<file path="config.mk">
export PLATFORM = sky130hd
export DESIGN_NAME = crc16_uart_command_framer_flat
export DESIGN_NICKNAME = d
export VERILOG_FILES = /design/src/rtl/core/cfr_pkg.sv /design/src/rtl/core/cfr_ifs.sv /design/src/rtl/core/cfr_front.sv /design/src/rtl/core/cfr_queue.sv /design/src/rtl/core/cfr_back.sv /design/src/rtl/core/crc16_uart_command_framer.sv /design/src/flat_wrapper.sv
export SDC_FILE = /design/constraint.sdc
export NUM_CORES = 1
export LEC_CHECK = 0
export BUFFER_PORTS_ARGS = -buffer_cell sky130_fd_sc_hd__buf_2
export CELL_PAD_IN_SITES_DETAIL_PLACEMENT = 1
export CELL_PAD_IN_SITES_GLOBAL_PLACEMENT = 2
export CORE_UTILIZATION = 42
export CTS_CLUSTER_DIAMETER = 100
export CTS_CLUSTER_SIZE = 16
export DETAILED_ROUTE_END_ITERATION = 8
export MAX_ROUTING_LAYER = met4
export PLACE_DENSITY_LB_ADDON = 0.1
export SYNTH_ARGS = -nofsm -noshare
export SYNTH_HDL_FRONTEND = slang
export SYNTH_SLANG_ARGS = --single-unit
export TNS_END_PERCENT = 30
</file>
<file path="constraint.sdc">
create_clock -name i_clk -period 3.55 [get_ports i_clk]
set_input_delay 1.065 -clock i_clk [delete_from_list [all_inputs] [get_ports i_clk]]
set_output_delay 1.065 -clock i_clk [all_outputs]
set_load 0.01 [all_outputs]
</file>
<file path="src/rtl/core/cfr_pkg.sv">
// Package for the command framer: command item type, configuration bundle,
// register index codes and the CRC-16/MODBUS byte update.
// No dependencies.
`default_nettype none

package cfr_pkg;

    // Frame limits and CRC constants
    localparam logic [7:0]  MAX_PAYLOAD  = 8'd254;
    localparam logic [15:0] CRC_INIT     = 16'hFFFF;
    localparam logic [15:0] CRC_POLY     = 16'hA001;
    localparam logic [15:0] CRC_LSB_MASK = 16'h0001;

    // Configuration register indexes
    typedef logic [1:0] t_cfg_idx;
    localparam t_cfg_idx CFG_START_MARKER = 2'd0;
    localparam t_cfg_idx CFG_END_MARKER   = 2'd1;
    localparam t_cfg_idx CFG_HDR_TYPE     = 2'd2;

    // Reset values of the configuration registers
    localparam logic [7:0] RST_START_MARKER = 8'd170;
    localparam logic [7:0] RST_END_MARKER   = 8'd85;
    localparam logic [7:0] RST_HDR_TYPE     = 8'd0;

    typedef struct packed {
        logic [7:0] start_marker;
        logic [7:0] end_marker;
        logic [7:0] hdr_type;
    } t_cfg;

    // Work queued from the front end to the byte sequencer
    typedef enum logic {
        CMD_START,
        CMD_DATA
    } t_cmd_kind;

    typedef struct packed {
        t_cmd_kind  kind;
        logic [7:0] byte_val;   // command code or payload byte
        logic [7:0] len;        // saturated payload length (start only)
        logic [7:0] seq;        // sequence number (start only)
        logic       close;      // frame closes after this item
    } t_cmd;

    // One byte of CRC-16/MODBUS, reflected, eight shift steps
    function automatic logic [15:0] crc16_byte(input logic [15:0] crc, input logic [7:0] b);
        logic [15:0] c;
        c = crc ^ {8'h00, b};
        for (int k = 0; k < 8; k++) begin
            if ((c & CRC_LSB_MASK) != 16'h0000) begin
                c = (c >> 1) ^ CRC_POLY;
            end else begin
                c = c >> 1;
            end
        end
        return c;
    endfunction

endpackage

`default_nettype wire

</file>
<file path="src/rtl/core/cfr_ifs.sv">
// Handshake interfaces of the command framer: command input, configuration
// write and byte output channels. Depends on cfr_pkg.
`default_nettype none

interface cfr_in_if;
    logic       valid;
    logic       ready;
    logic       start_frame;
    logic [7:0] command_code;
    logic [7:0] payload_length;
    logic [7:0] data_byte;

    modport source (output valid, start_frame, command_code, payload_length, data_byte,
                    input ready);
    modport sink   (input valid, start_frame, command_code, payload_length, data_byte,
                    output ready);
endinterface

interface cfr_cfg_if;
    logic                valid;
    logic                ready;
    cfr_pkg::t_cfg_idx   index;
    logic [7:0]          data;

    modport source (output valid, index, data, input ready);
    modport sink   (input valid, index, data, output ready);
endinterface

interface cfr_out_if;
    logic       valid;
    logic       ready;
    logic [7:0] tx_byte;
    logic       frame_end;

    modport source (output valid, tx_byte, frame_end, input ready);
    modport sink   (input valid, tx_byte, frame_end, output ready);
endinterface

`default_nettype wire

</file>
<file path="src/rtl/core/cfr_front.sv">
// Front end of the command framer: accepts input items, tracks the open
// frame and sequence number, and queues start/data work. Depends on cfr_pkg, cfr_ifs.
`default_nettype none

module cfr_front (
    input  wire logic          i_clk,
    input  wire logic          i_rst_n,
    cfr_in_if.sink             i_cmd,
    input  wire logic          i_full,
    output logic               o_push,
    output cfr_pkg::t_cmd      o_push_cmd
);

    logic       r_open;
    logic [7:0] r_seq;
    logic [7:0] r_rem;

    logic       n_open;
    logic [7:0] n_seq;
    logic [7:0] n_rem;

    logic       accept;
    logic [7:0] len_sat;
    logic [7:0] rem_dec;

    assign i_cmd.ready = !i_full;
    assign accept      = i_cmd.valid && i_cmd.ready;

    // Classify the item and work out the frame state after it
    always_comb begin
        len_sat = (i_cmd.payload_length > cfr_pkg::MAX_PAYLOAD) ?
                  cfr_pkg::MAX_PAYLOAD : i_cmd.payload_length;
        rem_dec = (r_rem != 8'd0) ? (r_rem - 8'd1) : 8'd0;

        n_open     = r_open;
        n_seq      = r_seq;
        n_rem      = r_rem;
        o_push     = 1'b0;
        o_push_cmd = '{kind: cfr_pkg::CMD_DATA, byte_val: i_cmd.data_byte,
                       len: len_sat, seq: r_seq, close: (rem_dec == 8'd0)};

        if (accept) begin
            if (i_cmd.start_frame) begin
                // a start abandons any open frame
                o_push              = 1'b1;
                o_push_cmd.kind     = cfr_pkg::CMD_START;
                o_push_cmd.byte_val = i_cmd.command_code;
                o_push_cmd.close    = (len_sat == 8'd0);
                n_seq  = r_seq + 8'd1;
                n_rem  = len_sat;
                n_open = (len_sat != 8'd0);
            end else if (r_open) begin
                o_push = 1'b1;
                n_rem  = rem_dec;
                if (rem_dec == 8'd0) begin
                    n_open = 1'b0;
                end
            end
            // payload outside a frame is dropped
        end
    end

    always_ff @(posedge i_clk) begin
        if (!i_rst_n) begin
            r_open <= 1'b0;
            r_seq  <= 8'd0;
            r_rem  <= 8'd0;
        end else begin
            r_open <= n_open;
            r_seq  <= n_seq;
            r_rem  <= n_rem;
        end
    end

endmodule

`default_nettype wire

</file>
<file path="src/rtl/core/cfr_queue.sv">
// Short work queue between front end and byte sequencer of the framer.
// Depends on cfr_pkg.
`default_nettype none

module cfr_queue #(
    parameter int DEPTH = 4
) (
    input  wire logic           i_clk,
    input  wire logic           i_rst_n,
    input  wire logic           i_push,
    input  cfr_pkg::t_cmd       i_push_cmd,
    output logic                o_full,
    input  wire logic           i_pop,
    output cfr_pkg::t_cmd       o_head,
    output logic                o_empty
);

    localparam int PTR_W = (DEPTH > 1) ? $clog2(DEPTH) : 1;
    localparam int CNT_W = $clog2(DEPTH + 1);

    cfr_pkg::t_cmd     r_mem [DEPTH];
    logic [PTR_W-1:0]  r_wr_ptr;
    logic [PTR_W-1:0]  r_rd_ptr;
    logic [CNT_W-1:0]  r_count;

    logic [PTR_W-1:0]  n_wr_ptr;
    logic [PTR_W-1:0]  n_rd_ptr;
    logic              do_push;
    logic              do_pop;

    assign o_full  = (r_count == CNT_W'(DEPTH));
    assign o_empty = (r_count == '0);
    assign o_head  = r_mem[r_rd_ptr];
    assign do_push = i_push && !o_full;
    assign do_pop  = i_pop && !o_empty;

    // Pointer wrap at the queue depth
    always_comb begin
        n_wr_ptr = (r_wr_ptr == PTR_W'(DEPTH - 1)) ? '0 : r_wr_ptr + 1'b1;
        n_rd_ptr = (r_rd_ptr == PTR_W'(DEPTH - 1)) ? '0 : r_rd_ptr + 1'b1;
    end

    always_ff @(posedge i_clk) begin
        if (!i_rst_n) begin
            r_wr_ptr <= '0;
            r_rd_ptr <= '0;
            r_count  <= '0;
        end else begin
            if (do_push) begin
                r_wr_ptr <= n_wr_ptr;
            end
            if (do_pop) begin
                r_rd_ptr <= n_rd_ptr;
            end
            case ({do_push, do_pop})
                2'b10:   r_count <= r_count + 1'b1;
                2'b01:   r_count <= r_count - 1'b1;
                default: r_count <= r_count;
            endcase
        end
    end

    // Entry storage, no reset
    always_ff @(posedge i_clk) begin
        if (do_push) begin
            r_mem[r_wr_ptr] <= i_push_cmd;
        end
    end

endmodule

`default_nettype wire

</file>
<file path="src/rtl/core/cfr_back.sv">
// Byte sequencer of the framer: expands queued work into header, payload,
// CRC and end marker bytes into a registered output. Depends on cfr_pkg, cfr_ifs.
`default_nettype none

module cfr_back (
    input  wire logic          i_clk,
    input  wire logic          i_rst_n,
    input  cfr_pkg::t_cfg      i_cfg,
    input  cfr_pkg::t_cmd      i_head,
    input  wire logic          i_empty,
    output logic               o_pop,
    cfr_out_if.source          o_tx
);

    typedef enum logic [3:0] {
        PH_HDR_START,
        PH_HDR_SEQ,
        PH_HDR_TYPE,
        PH_HDR_LEN,
        PH_HDR_CMD,
        PH_DATA,
        PH_CRC_LO,
        PH_CRC_HI,
        PH_END
    } t_phase;

    logic          r_busy;
    t_phase        r_phase;
    cfr_pkg::t_cmd r_cmd;
    logic [15:0]   r_crc;
    logic          r_out_valid;
    logic [7:0]    r_tx_byte;
    logic          r_frame_end;

    t_phase        cur_phase;
    cfr_pkg::t_cmd cur_cmd;
    t_phase        n_phase;
    logic          n_done;
    logic [7:0]    n_byte;
    logic          n_last;
    logic          n_crc_upd;
    logic [15:0]   crc_in;
    logic [15:0]   n_crc;
    logic          stage_free;
    logic          fire;

    assign o_tx.valid     = r_out_valid;
    assign o_tx.tx_byte   = r_tx_byte;
    assign o_tx.frame_end = r_frame_end;

    // Pick the byte to emit and the phase after it
    always_comb begin
        stage_free = !r_out_valid || o_tx.ready;
        cur_cmd    = r_busy ? r_cmd : i_head;
        if (r_busy) begin
            cur_phase = r_phase;
        end else begin
            cur_phase = (i_head.kind == cfr_pkg::CMD_START) ? PH_HDR_START : PH_DATA;
        end
        fire  = stage_free && (r_busy || !i_empty);
        o_pop = fire && !r_busy;

        n_byte    = cur_cmd.byte_val;
        n_last    = 1'b0;
        n_crc_upd = 1'b1;
        n_phase   = PH_CRC_LO;
        n_done    = 1'b0;
        case (cur_phase)
            PH_HDR_START: begin
                n_byte  = i_cfg.start_marker;
                n_phase = PH_HDR_SEQ;
            end
            PH_HDR_SEQ: begin
                n_byte  = cur_cmd.seq;
                n_phase = PH_HDR_TYPE;
            end
            PH_HDR_TYPE: begin
                n_byte  = i_cfg.hdr_type;
                n_phase = PH_HDR_LEN;
            end
            PH_HDR_LEN: begin
                n_byte  = cur_cmd.len + 8'd1;
                n_phase = PH_HDR_CMD;
            end
            PH_HDR_CMD, PH_DATA: begin
                n_byte = cur_cmd.byte_val;
                n_done = !cur_cmd.close;
            end
            PH_CRC_LO: begin
                n_byte    = r_crc[7:0];
                n_crc_upd = 1'b0;
                n_phase   = PH_CRC_HI;
            end
            PH_CRC_HI: begin
                n_byte    = r_crc[15:8];
                n_crc_upd = 1'b0;
                n_phase   = PH_END;
            end
            PH_END: begin
                n_byte    = i_cfg.end_marker;
                n_last    = 1'b1;
                n_crc_upd = 1'b0;
                n_done    = 1'b1;
            end
            default: begin
                n_crc_upd = 1'b0;
                n_done    = 1'b1;
            end
        endcase

        // CRC restarts on the start marker of each frame
        crc_in = (cur_phase == PH_HDR_START) ? cfr_pkg::CRC_INIT : r_crc;
        n_crc  = cfr_pkg::crc16_byte(crc_in, n_byte);
    end

    // Sequencer state and output register
    always_ff @(posedge i_clk) begin
        if (!i_rst_n) begin
            r_busy      <= 1'b0;
            r_phase     <= PH_HDR_START;
            r_crc       <= cfr_pkg::CRC_INIT;
            r_out_valid <= 1'b0;
        end else begin
            if (fire) begin
                r_out_valid <= 1'b1;
                r_tx_byte   <= n_byte;
                r_frame_end <= n_last;
                r_cmd       <= cur_cmd;
                r_phase     <= n_phase;
                r_busy      <= !n_done;
                if (n_crc_upd) begin
                    r_crc <= n_crc;
                end
            end else if (o_tx.ready) begin
                r_out_valid <= 1'b0;
            end
        end
    end

endmodule

`default_nettype wire

</file>
<file path="src/rtl/core/crc16_uart_command_framer.sv">
// Command framer with CRC-16/MODBUS: top level with configuration registers,
// front end, work queue and byte sequencer. Depends on cfr_pkg, cfr_ifs and the cfr_ modules.
//
// A start item (start_frame = 1) produces the frame header: start marker,
// sequence number, packet type, length + 1 and command code; with a zero
// length the CRC low byte, CRC high byte and end marker follow at once
// (frame_end set on the end marker). Each payload item produces its byte,
// and the last one of the frame is followed by the CRC and end marker.
// Lengths above 254 are taken as 254, payload outside a frame is dropped,
// and a start inside an open frame abandons it. Output runs at one byte per
// clock while the receiver is ready, set by the output register: a payload item
// gives one byte, a start item five (eight when empty), the last payload item
// four. Input items are taken one per clock while the QUEUE_DEPTH-entry work
// queue has room, so the input side keeps running while output is stalled.
// The first byte goes out via the work queue and output register. Configuration writes
// are always ready and must be made while the framer is idle.
`default_nettype none

module crc16_uart_command_framer #(
    parameter int QUEUE_DEPTH = 4
) (
    input  wire logic   i_clk,
    input  wire logic   i_rst_n,
    cfr_in_if.sink      i_cmd,
    cfr_cfg_if.sink     i_cfg,
    cfr_out_if.source   o_tx
);

    cfr_pkg::t_cfg r_cfg;
    cfr_pkg::t_cmd push_cmd;
    cfr_pkg::t_cmd head_cmd;
    logic          push;
    logic          full;
    logic          pop;
    logic          empty;

    assign i_cfg.ready = 1'b1;

    // Configuration registers; unknown indexes are ignored
    always_ff @(posedge i_clk) begin
        if (!i_rst_n) begin
            r_cfg.start_marker <= cfr_pkg::RST_START_MARKER;
            r_cfg.end_marker   <= cfr_pkg::RST_END_MARKER;
            r_cfg.hdr_type     <= cfr_pkg::RST_HDR_TYPE;
        end else if (i_cfg.valid && i_cfg.ready) begin
            case (i_cfg.index)
                cfr_pkg::CFG_START_MARKER: r_cfg.start_marker <= i_cfg.data;
                cfr_pkg::CFG_END_MARKER:   r_cfg.end_marker   <= i_cfg.data;
                cfr_pkg::CFG_HDR_TYPE:     r_cfg.hdr_type     <= i_cfg.data;
                default: ;
            endcase
        end
    end

    cfr_front u_front (
        .i_clk      (i_clk),
        .i_rst_n    (i_rst_n),
        .i_cmd      (i_cmd),
        .i_full     (full),
        .o_push     (push),
        .o_push_cmd (push_cmd)
    );

    cfr_queue #(
        .DEPTH (QUEUE_DEPTH)
    ) u_queue (
        .i_clk      (i_clk),
        .i_rst_n    (i_rst_n),
        .i_push     (push),
        .i_push_cmd (push_cmd),
        .o_full     (full),
        .i_pop      (pop),
        .o_head     (head_cmd),
        .o_empty    (empty)
    );

    cfr_back u_back (
        .i_clk   (i_clk),
        .i_rst_n (i_rst_n),
        .i_cfg   (r_cfg),
        .i_head  (head_cmd),
        .i_empty (empty),
        .o_pop   (pop),
        .o_tx    (o_tx)
    );

endmodule

`default_nettype wire

</file>
<file path="src/flat_wrapper.sv">
// flat-port wrapper written by rule: the top's interface ports become plain ports
module crc16_uart_command_framer_flat 
#(
    parameter int QUEUE_DEPTH = 4
)
  (i_clk, i_rst_n, i_cmd_valid, i_cmd_start_frame, i_cmd_command_code, i_cmd_payload_length, i_cmd_data_byte, i_cmd_ready, i_cfg_valid, i_cfg_index, i_cfg_data, i_cfg_ready, o_tx_valid, o_tx_tx_byte, o_tx_frame_end, o_tx_ready);
  cfr_in_if i_cmd_i ();
  cfr_cfg_if i_cfg_i ();
  cfr_out_if o_tx_i ();
  input  wire logic i_clk;
  input  wire logic i_rst_n;
  input wire logic [$bits(i_cmd_i.valid)-1:0] i_cmd_valid;
  input wire logic [$bits(i_cmd_i.start_frame)-1:0] i_cmd_start_frame;
  input wire logic [$bits(i_cmd_i.command_code)-1:0] i_cmd_command_code;
  input wire logic [$bits(i_cmd_i.payload_length)-1:0] i_cmd_payload_length;
  input wire logic [$bits(i_cmd_i.data_byte)-1:0] i_cmd_data_byte;
  output wire logic [$bits(i_cmd_i.ready)-1:0] i_cmd_ready;
  input wire logic [$bits(i_cfg_i.valid)-1:0] i_cfg_valid;
  input wire logic [$bits(i_cfg_i.index)-1:0] i_cfg_index;
  input wire logic [$bits(i_cfg_i.data)-1:0] i_cfg_data;
  output wire logic [$bits(i_cfg_i.ready)-1:0] i_cfg_ready;
  output wire logic [$bits(o_tx_i.valid)-1:0] o_tx_valid;
  output wire logic [$bits(o_tx_i.tx_byte)-1:0] o_tx_tx_byte;
  output wire logic [$bits(o_tx_i.frame_end)-1:0] o_tx_frame_end;
  input wire logic [$bits(o_tx_i.ready)-1:0] o_tx_ready;
  assign i_cmd_i.valid = i_cmd_valid;
  assign i_cmd_i.start_frame = i_cmd_start_frame;
  assign i_cmd_i.command_code = i_cmd_command_code;
  assign i_cmd_i.payload_length = i_cmd_payload_length;
  assign i_cmd_i.data_byte = i_cmd_data_byte;
  assign i_cmd_ready = i_cmd_i.ready;
  assign i_cfg_i.valid = i_cfg_valid;
  assign i_cfg_i.index = i_cfg_index;
  assign i_cfg_i.data = i_cfg_data;
  assign i_cfg_ready = i_cfg_i.ready;
  assign o_tx_valid = o_tx_i.valid;
  assign o_tx_tx_byte = o_tx_i.tx_byte;
  assign o_tx_frame_end = o_tx_i.frame_end;
  assign o_tx_i.ready = o_tx_ready;
  crc16_uart_command_framer #(.QUEUE_DEPTH(QUEUE_DEPTH)) u_core (.i_clk(i_clk), .i_rst_n(i_rst_n), .i_cmd(i_cmd_i), .i_cfg(i_cfg_i), .o_tx(o_tx_i));
endmodule
</file>
# Yosys cells after proc, flatten, opt, wreduce, memory -nomap -nowiden

Memory sizes are Yosys's and may differ from the RTL's. A register that Yosys moved wholly into a read port is not among the register bits.
Index checks and enable logic that the tools add are counted.

Register bits after elaboration: 104
Bits in latches: 0
RAM bits: 104
Memory bits (read-only): 0
Output and inout port bits: 12
Logic and storage cells: 125
Memories kept: 1

Memory list:

| memory               | depth | width | read ports | clocked after Yosys merged registers in | wr ports | RTL line        | RTL |
|---|---|---|---|---|---|---|---|
| u_core.u_queue.r_mem | 4     | 26    | 1          | 1                                       | 1        | cfr_queue.sv:21 | `cfr_pkg::t_cmd r_mem [DEPTH];` |

Add/sub/neg operators: 7
$mul: 0
Div/mod/pow operators: 0
Magnitude comparators: 1
Eq/ne operators: 15
Shift-type cells: 0
Mux-type cells: 40
Bitwise operators: 9
Reduce and logical (&&, ||, !) cells: 33

Operators by type and width:

| operator                                             | count |
|---|---|
| 2-to-1 mux 16 bit                                    | 9 |
| case mux 8 bit (7 select lines)                      | 1 |
| 2-to-1 mux 8 bit                                     | 4 |
| 2-to-1 mux 25 bit                                    | 1 |
| inverter 2 -> 3 bit                                  | 8 |
| case mux 4 bit (6 select lines)                      | 1 |
| 2-to-1 mux 9 bit                                     | 2 |
| adder 8 x 1 -> 8 bit, second input constant          | 2 |
| equality test 4 x 3 -> 1 bit, second input constant  | 4 |
| logical NOT 8 bit                                    | 2 |
| nonzero test 8 bit                                   | 2 |
| XOR 16 x 8 -> 16 bit                                 | 1 |
| 2-to-1 mux 1 bit                                     | 14 |
| AND reduction 2 bit                                  | 7 |
| OR reduction 6 bit                                   | 2 |
| equality test 2 bit, second input constant           | 4 |
| equality test 4 x 2 -> 1 bit, second input constant  | 2 |
| greater-than comparator 8 bit, second input constant | 1 |
| 2-to-1 mux 2 bit                                     | 4 |
| subtractor 8 x 1 -> 8 bit, second input constant     | 1 |
| logical NOT 1 bit                                    | 6 |
| case mux 3 bit (2 select lines)                      | 1 |
| nonzero test 2 bit                                   | 3 |
| logical AND 1 bit                                    | 5 |
| other kinds (15)                                     | 18 |

# Depth between registers and ports, before layout

Depth after elaboration: 21
Depth in mapped cells: 15

# Modules after synthesis

A second synthesis with hierarchy kept.

Cell total of the unflattened synthesis: 782
Area total of the unflattened synthesis: 9825.7 um^2

Modules (own cells, without submodules):

| module                    | times used | cells each | area each (um^2) |
|---|---|---|---|
| cfr_queue                 | 1          | 192        | 4291.6 |
| cfr_back                  | 1          | 321        | 3373.2 |
| cfr_front                 | 1          | 168        | 1164.9 |
| crc16_uart_command_framer | 1          | 101        | 996.0 |

# Worst setup path after synthesis

Ideal clock, no wire load.

Kind: register -> register
From: register (tool-made name)
To: register u_core.u_back.r_crc[0]
Setup time: 74 ps
Data arrival time: 3012 ps
Setup slack: 465 ps
Stages on the path, launching flop included: 16
Cell sequence: dfxtp_1 -> buf_6 -> mux2i_1 -> nand2_1 -> nand3_1 -> inv_1 -> ha_1 -> nand4_1 -> nor4_2 -> o32ai_2 -> xor2_1 -> xnor2_1 -> xnor3_2 -> xnor2_2 -> xor3_1 -> o211ai_2

RTL lines:

| what                 | RTL line        | RTL |
|---|---|---|
| to (signal assigned) | cfr_back.sv:121 | `r_crc <= cfr_pkg::CRC_INIT;` |
| to (signal assigned) | cfr_back.sv:132 | `r_crc <= n_crc;` |
| to (decl)            | cfr_back.sv:30  | `logic [15:0] r_crc;` |

==> metrics.txt <==
Worst-Margin Slew between 1000 and 1500 ps; Reg clk slew, reported paths 80 ps; CTS buffer count 17; worst-path maximum fanout 9; Post-CTS Setup Repair Bufs 0; Main synth FF type edfxtp_1; layout net count 914; gr ovfl total 0; via/cell ratio around 5.4; Clock Path Buffers 3; DRT iter0 DRCs 347; antenna violations before repair 0; post-synthesis sequential area ratio about 58%; Starting Density between 40% and 50%; Max Cap Viol 0; H-tree levels 1; Post-synth ARST share 0%; largest net degree at the start of global routing just over 70; leading area contributor after synthesis edfxtp_1; R2R depth 12; count of final max-slew check failures 0; Fillers ~2400; die area ~0.023 mm²; Arrival @ worst endpoint 3770 ps; r2r endpoint u_core.u_back.r_crc[0]$_SDFFE_PN1P_; Yosys warning count 0; cells after synthesis ~800; layout cells sized above 1 17.37%; hold buffers post-CTS 0; most common cell in the netlist nand2_1; Clock Latency Late Sink 500 ps; Cell Pwr Density a little under 900 mW/mm²; antenna diode instance count 0; Hold Crit Class reg -> reg; post-CTS sizing 0; critical path type reg -> reg; clock sink total 210; Final min period 3339 ps; drt pass-1 iters 5; CP startpoint kind flop; Die Y-Extent around 150 µm; required time worst endpoint approximately 4000 ps; wire length per cell approximately 21 µm; Hold Crit Start u_core.r_cfg[10]$_SDFFE_PN1P_; vias in the first global route around 6700; leakage approximately 4.0 nW; top cells by count, synth nand2_1, edfxtp_1, dfxtp_1, mux2i_1, nor2_1; Final Hold Vio Count 0; worst clock skew about 25 ps; Synth Register Bits 210; Post-Synthesis Net Count about 860; outcome completed; Final Cycle Share 94.05%; area grow syn2layout 12.12%; CP Capture Type flop; total global-route track usage around 22%; Peak Freq ~300 MHz; IO Pins 52; hpwl dp between 15000 and 20000 µm; Core Rows 54; Mapped Area about 0.0096 mm²; Post-route DRC 0; RSZ-0062 raised after global routing no; worst hold endpoint u_core.r_cfg[10]$_SDFFE_PN1P_; Routed WL ~24000 µm; Synth area leaders edfxtp_1, dfxtp_1, nand2_1; antenna-violating nets left 0; Synth cell types between 70 and 80; via count between 6000 and 7000; port buffer count 50; CTS tree done; Slew headroom roughly 18%; first-pass GRT wire length 37990 µm; Post-synth EDFFs approximately 140; Die X approximately 150 µm; final setup vio count 0; core box area approximately 0.022 mm²; Sum Neg Setup Slack 0 ps; Synth top area share 43.18%; Synth Area per Inst approximately 12 µm²; multi-input logic area around 0.0037 mm²; register area roughly 0.0056 mm²; worst-case vdd ir drop about 0.43 mV; Layout Utilization approximately half; CTS Root Cell clkbuf_16; Hold Path Depth 2; r2r setup slk approximately 210 ps; gpl congestion 0.9660
==> how the worst max path moves through the flow <==
stage / start / to / slack [ps]
after CTS: flop / u_core.u_back.r_crc[0]$_SDFFE_PN1P_ / 80
after detailed placement: flop / u_core.u_back.r_crc[0]$_SDFFE_PN1P_ / 110
final: flop / u_core.u_back.r_crc[0]$_SDFFE_PN1P_ / 210
after global routing: flop / u_core.u_back.r_crc[0]$_SDFFE_PN1P_ / 2
after global placement: flop / u_core.u_back.r_crc[0]$_SDFFE_PN1P_ / 180
after floorplan: flop / u_core.u_back.r_crc[0]$_SDFFE_PN1P_ / 460
==> critical path, cell delays in order, from the launching register on <==
cell	delay [ps]
dfxtp_4	400
buf_4	160
nor2b_1	140
a22oi_1	420
nand2b_1	290
nand2_1	140
nand4_1	180
o21ai_4	220
xnor2_1	160
xnor3_2	470
xnor2_2	250
xor3_1	290
o211ai_2	140
==> where the power goes <==
part	switching, mW	internal [mW]
registers	0.280	3.12
logic	2.39	1.87
clock network	0.899	0.917
==> per-stage QoR <==
step / hold slack, ps / setup slack, ps / power [mW] / instance area (µm²) / cells
floorplan: 441.4 / 464.5 / 6.496 / 9598 / 805
global placement: 489.1 / 175.1 / 7.530 / 10250 / 1125
detailed placement: 492.1 / 106.1 / 7.736 / 10250 / 1125
CTS: 510.9 / 77.45 / 9.575 / 10740 / 1155
global route: 539.2 / 2.364 / 10.06 / 10760 / 1155
finish: 506.5 / 211.2 / 9.475 / 10760 / 1155
==> flip-flops by register name, summed over array words and instances, names as in the netlist, 4 cells and up, named ones only <==
register,count
u_core.u_front.r_rem,8
u_core.u_back.r_crc,16
u_core.u_front.r_seq,8
u_core.r_cfg,24
u_core.u_back.r_phase,4
u_core.u_back.o_tx.tx_byte,8
u_core.u_queue.r_mem,104
u_core.u_back.r_cmd,25
==> layout by cell type, fill, tap and decap left out, types with 4 or more instances in the layout <==
cell	count
nor2b_1	29
mux4_2	22
nand2b_1	7
o211ai_1	11
a22oi_1	9
a21oi_1	14
buf_2	50
xor2_1	11
nand2_1	147
or3_1	4
nand4_1	11
o21ai_0	31
nand3_1	10
nand3b_1	4
a32oi_1	5
and2_1	17
ha_1	8
clkbuf_16	17
buf_4	35
o21a_1	5
edfxtp_1	138
clkbuf_1	11
nor2_1	33
nor3_1	6
dfxtp_1	68
mux2i_1	41
a21boi_0	8
o22ai_1	6
xnor2_1	27
a222oi_1	5
inv_1	22
==> routing by layer <==
layer / vias to the layer above / part of all wire [%] / GRT usage (%)
met5: - / 0 / -
met4: 0 / 2.3 / 5.339
li1: 3003 / - / -
met2: 90 / 51 / 38.33
met3: 36 / 2.1 / 2.353
met1: 3142 / 45 / 26.11
==> final cells by class <==
| type | instances | area share (%) |
|---|---|---|
| repair buffers | 86 | 4.872 |
| multi-input cells | 523 | 34.43 |
| inverters | 26 | 0.9069 |
| well taps | 280 | 3.255 |
| clock inverters | 2 | 0.2325 |
| flip-flops and latches | 210 | 51.97 |
| clock buffers | 28 | 4.337 |
==> kinds of logic (layout without fill, tap and decap cells) <==
group                    after synthesis  in the layout  synth area share, %
adder cells (fa/ha/maj)               10             10                1.382
AO/OA/AOI/OAI                        117            117                8.617
other                                  1              1              0.03907
XOR/XNOR                              41             41                4.132
flip-flops                           210            210                58.19
multiplexers                          64             64                9.673
AND/OR/NAND/NOR                      290            290                14.67
buffers and inverters                 72            142                3.298
Power figures use the tool's default switching activity.
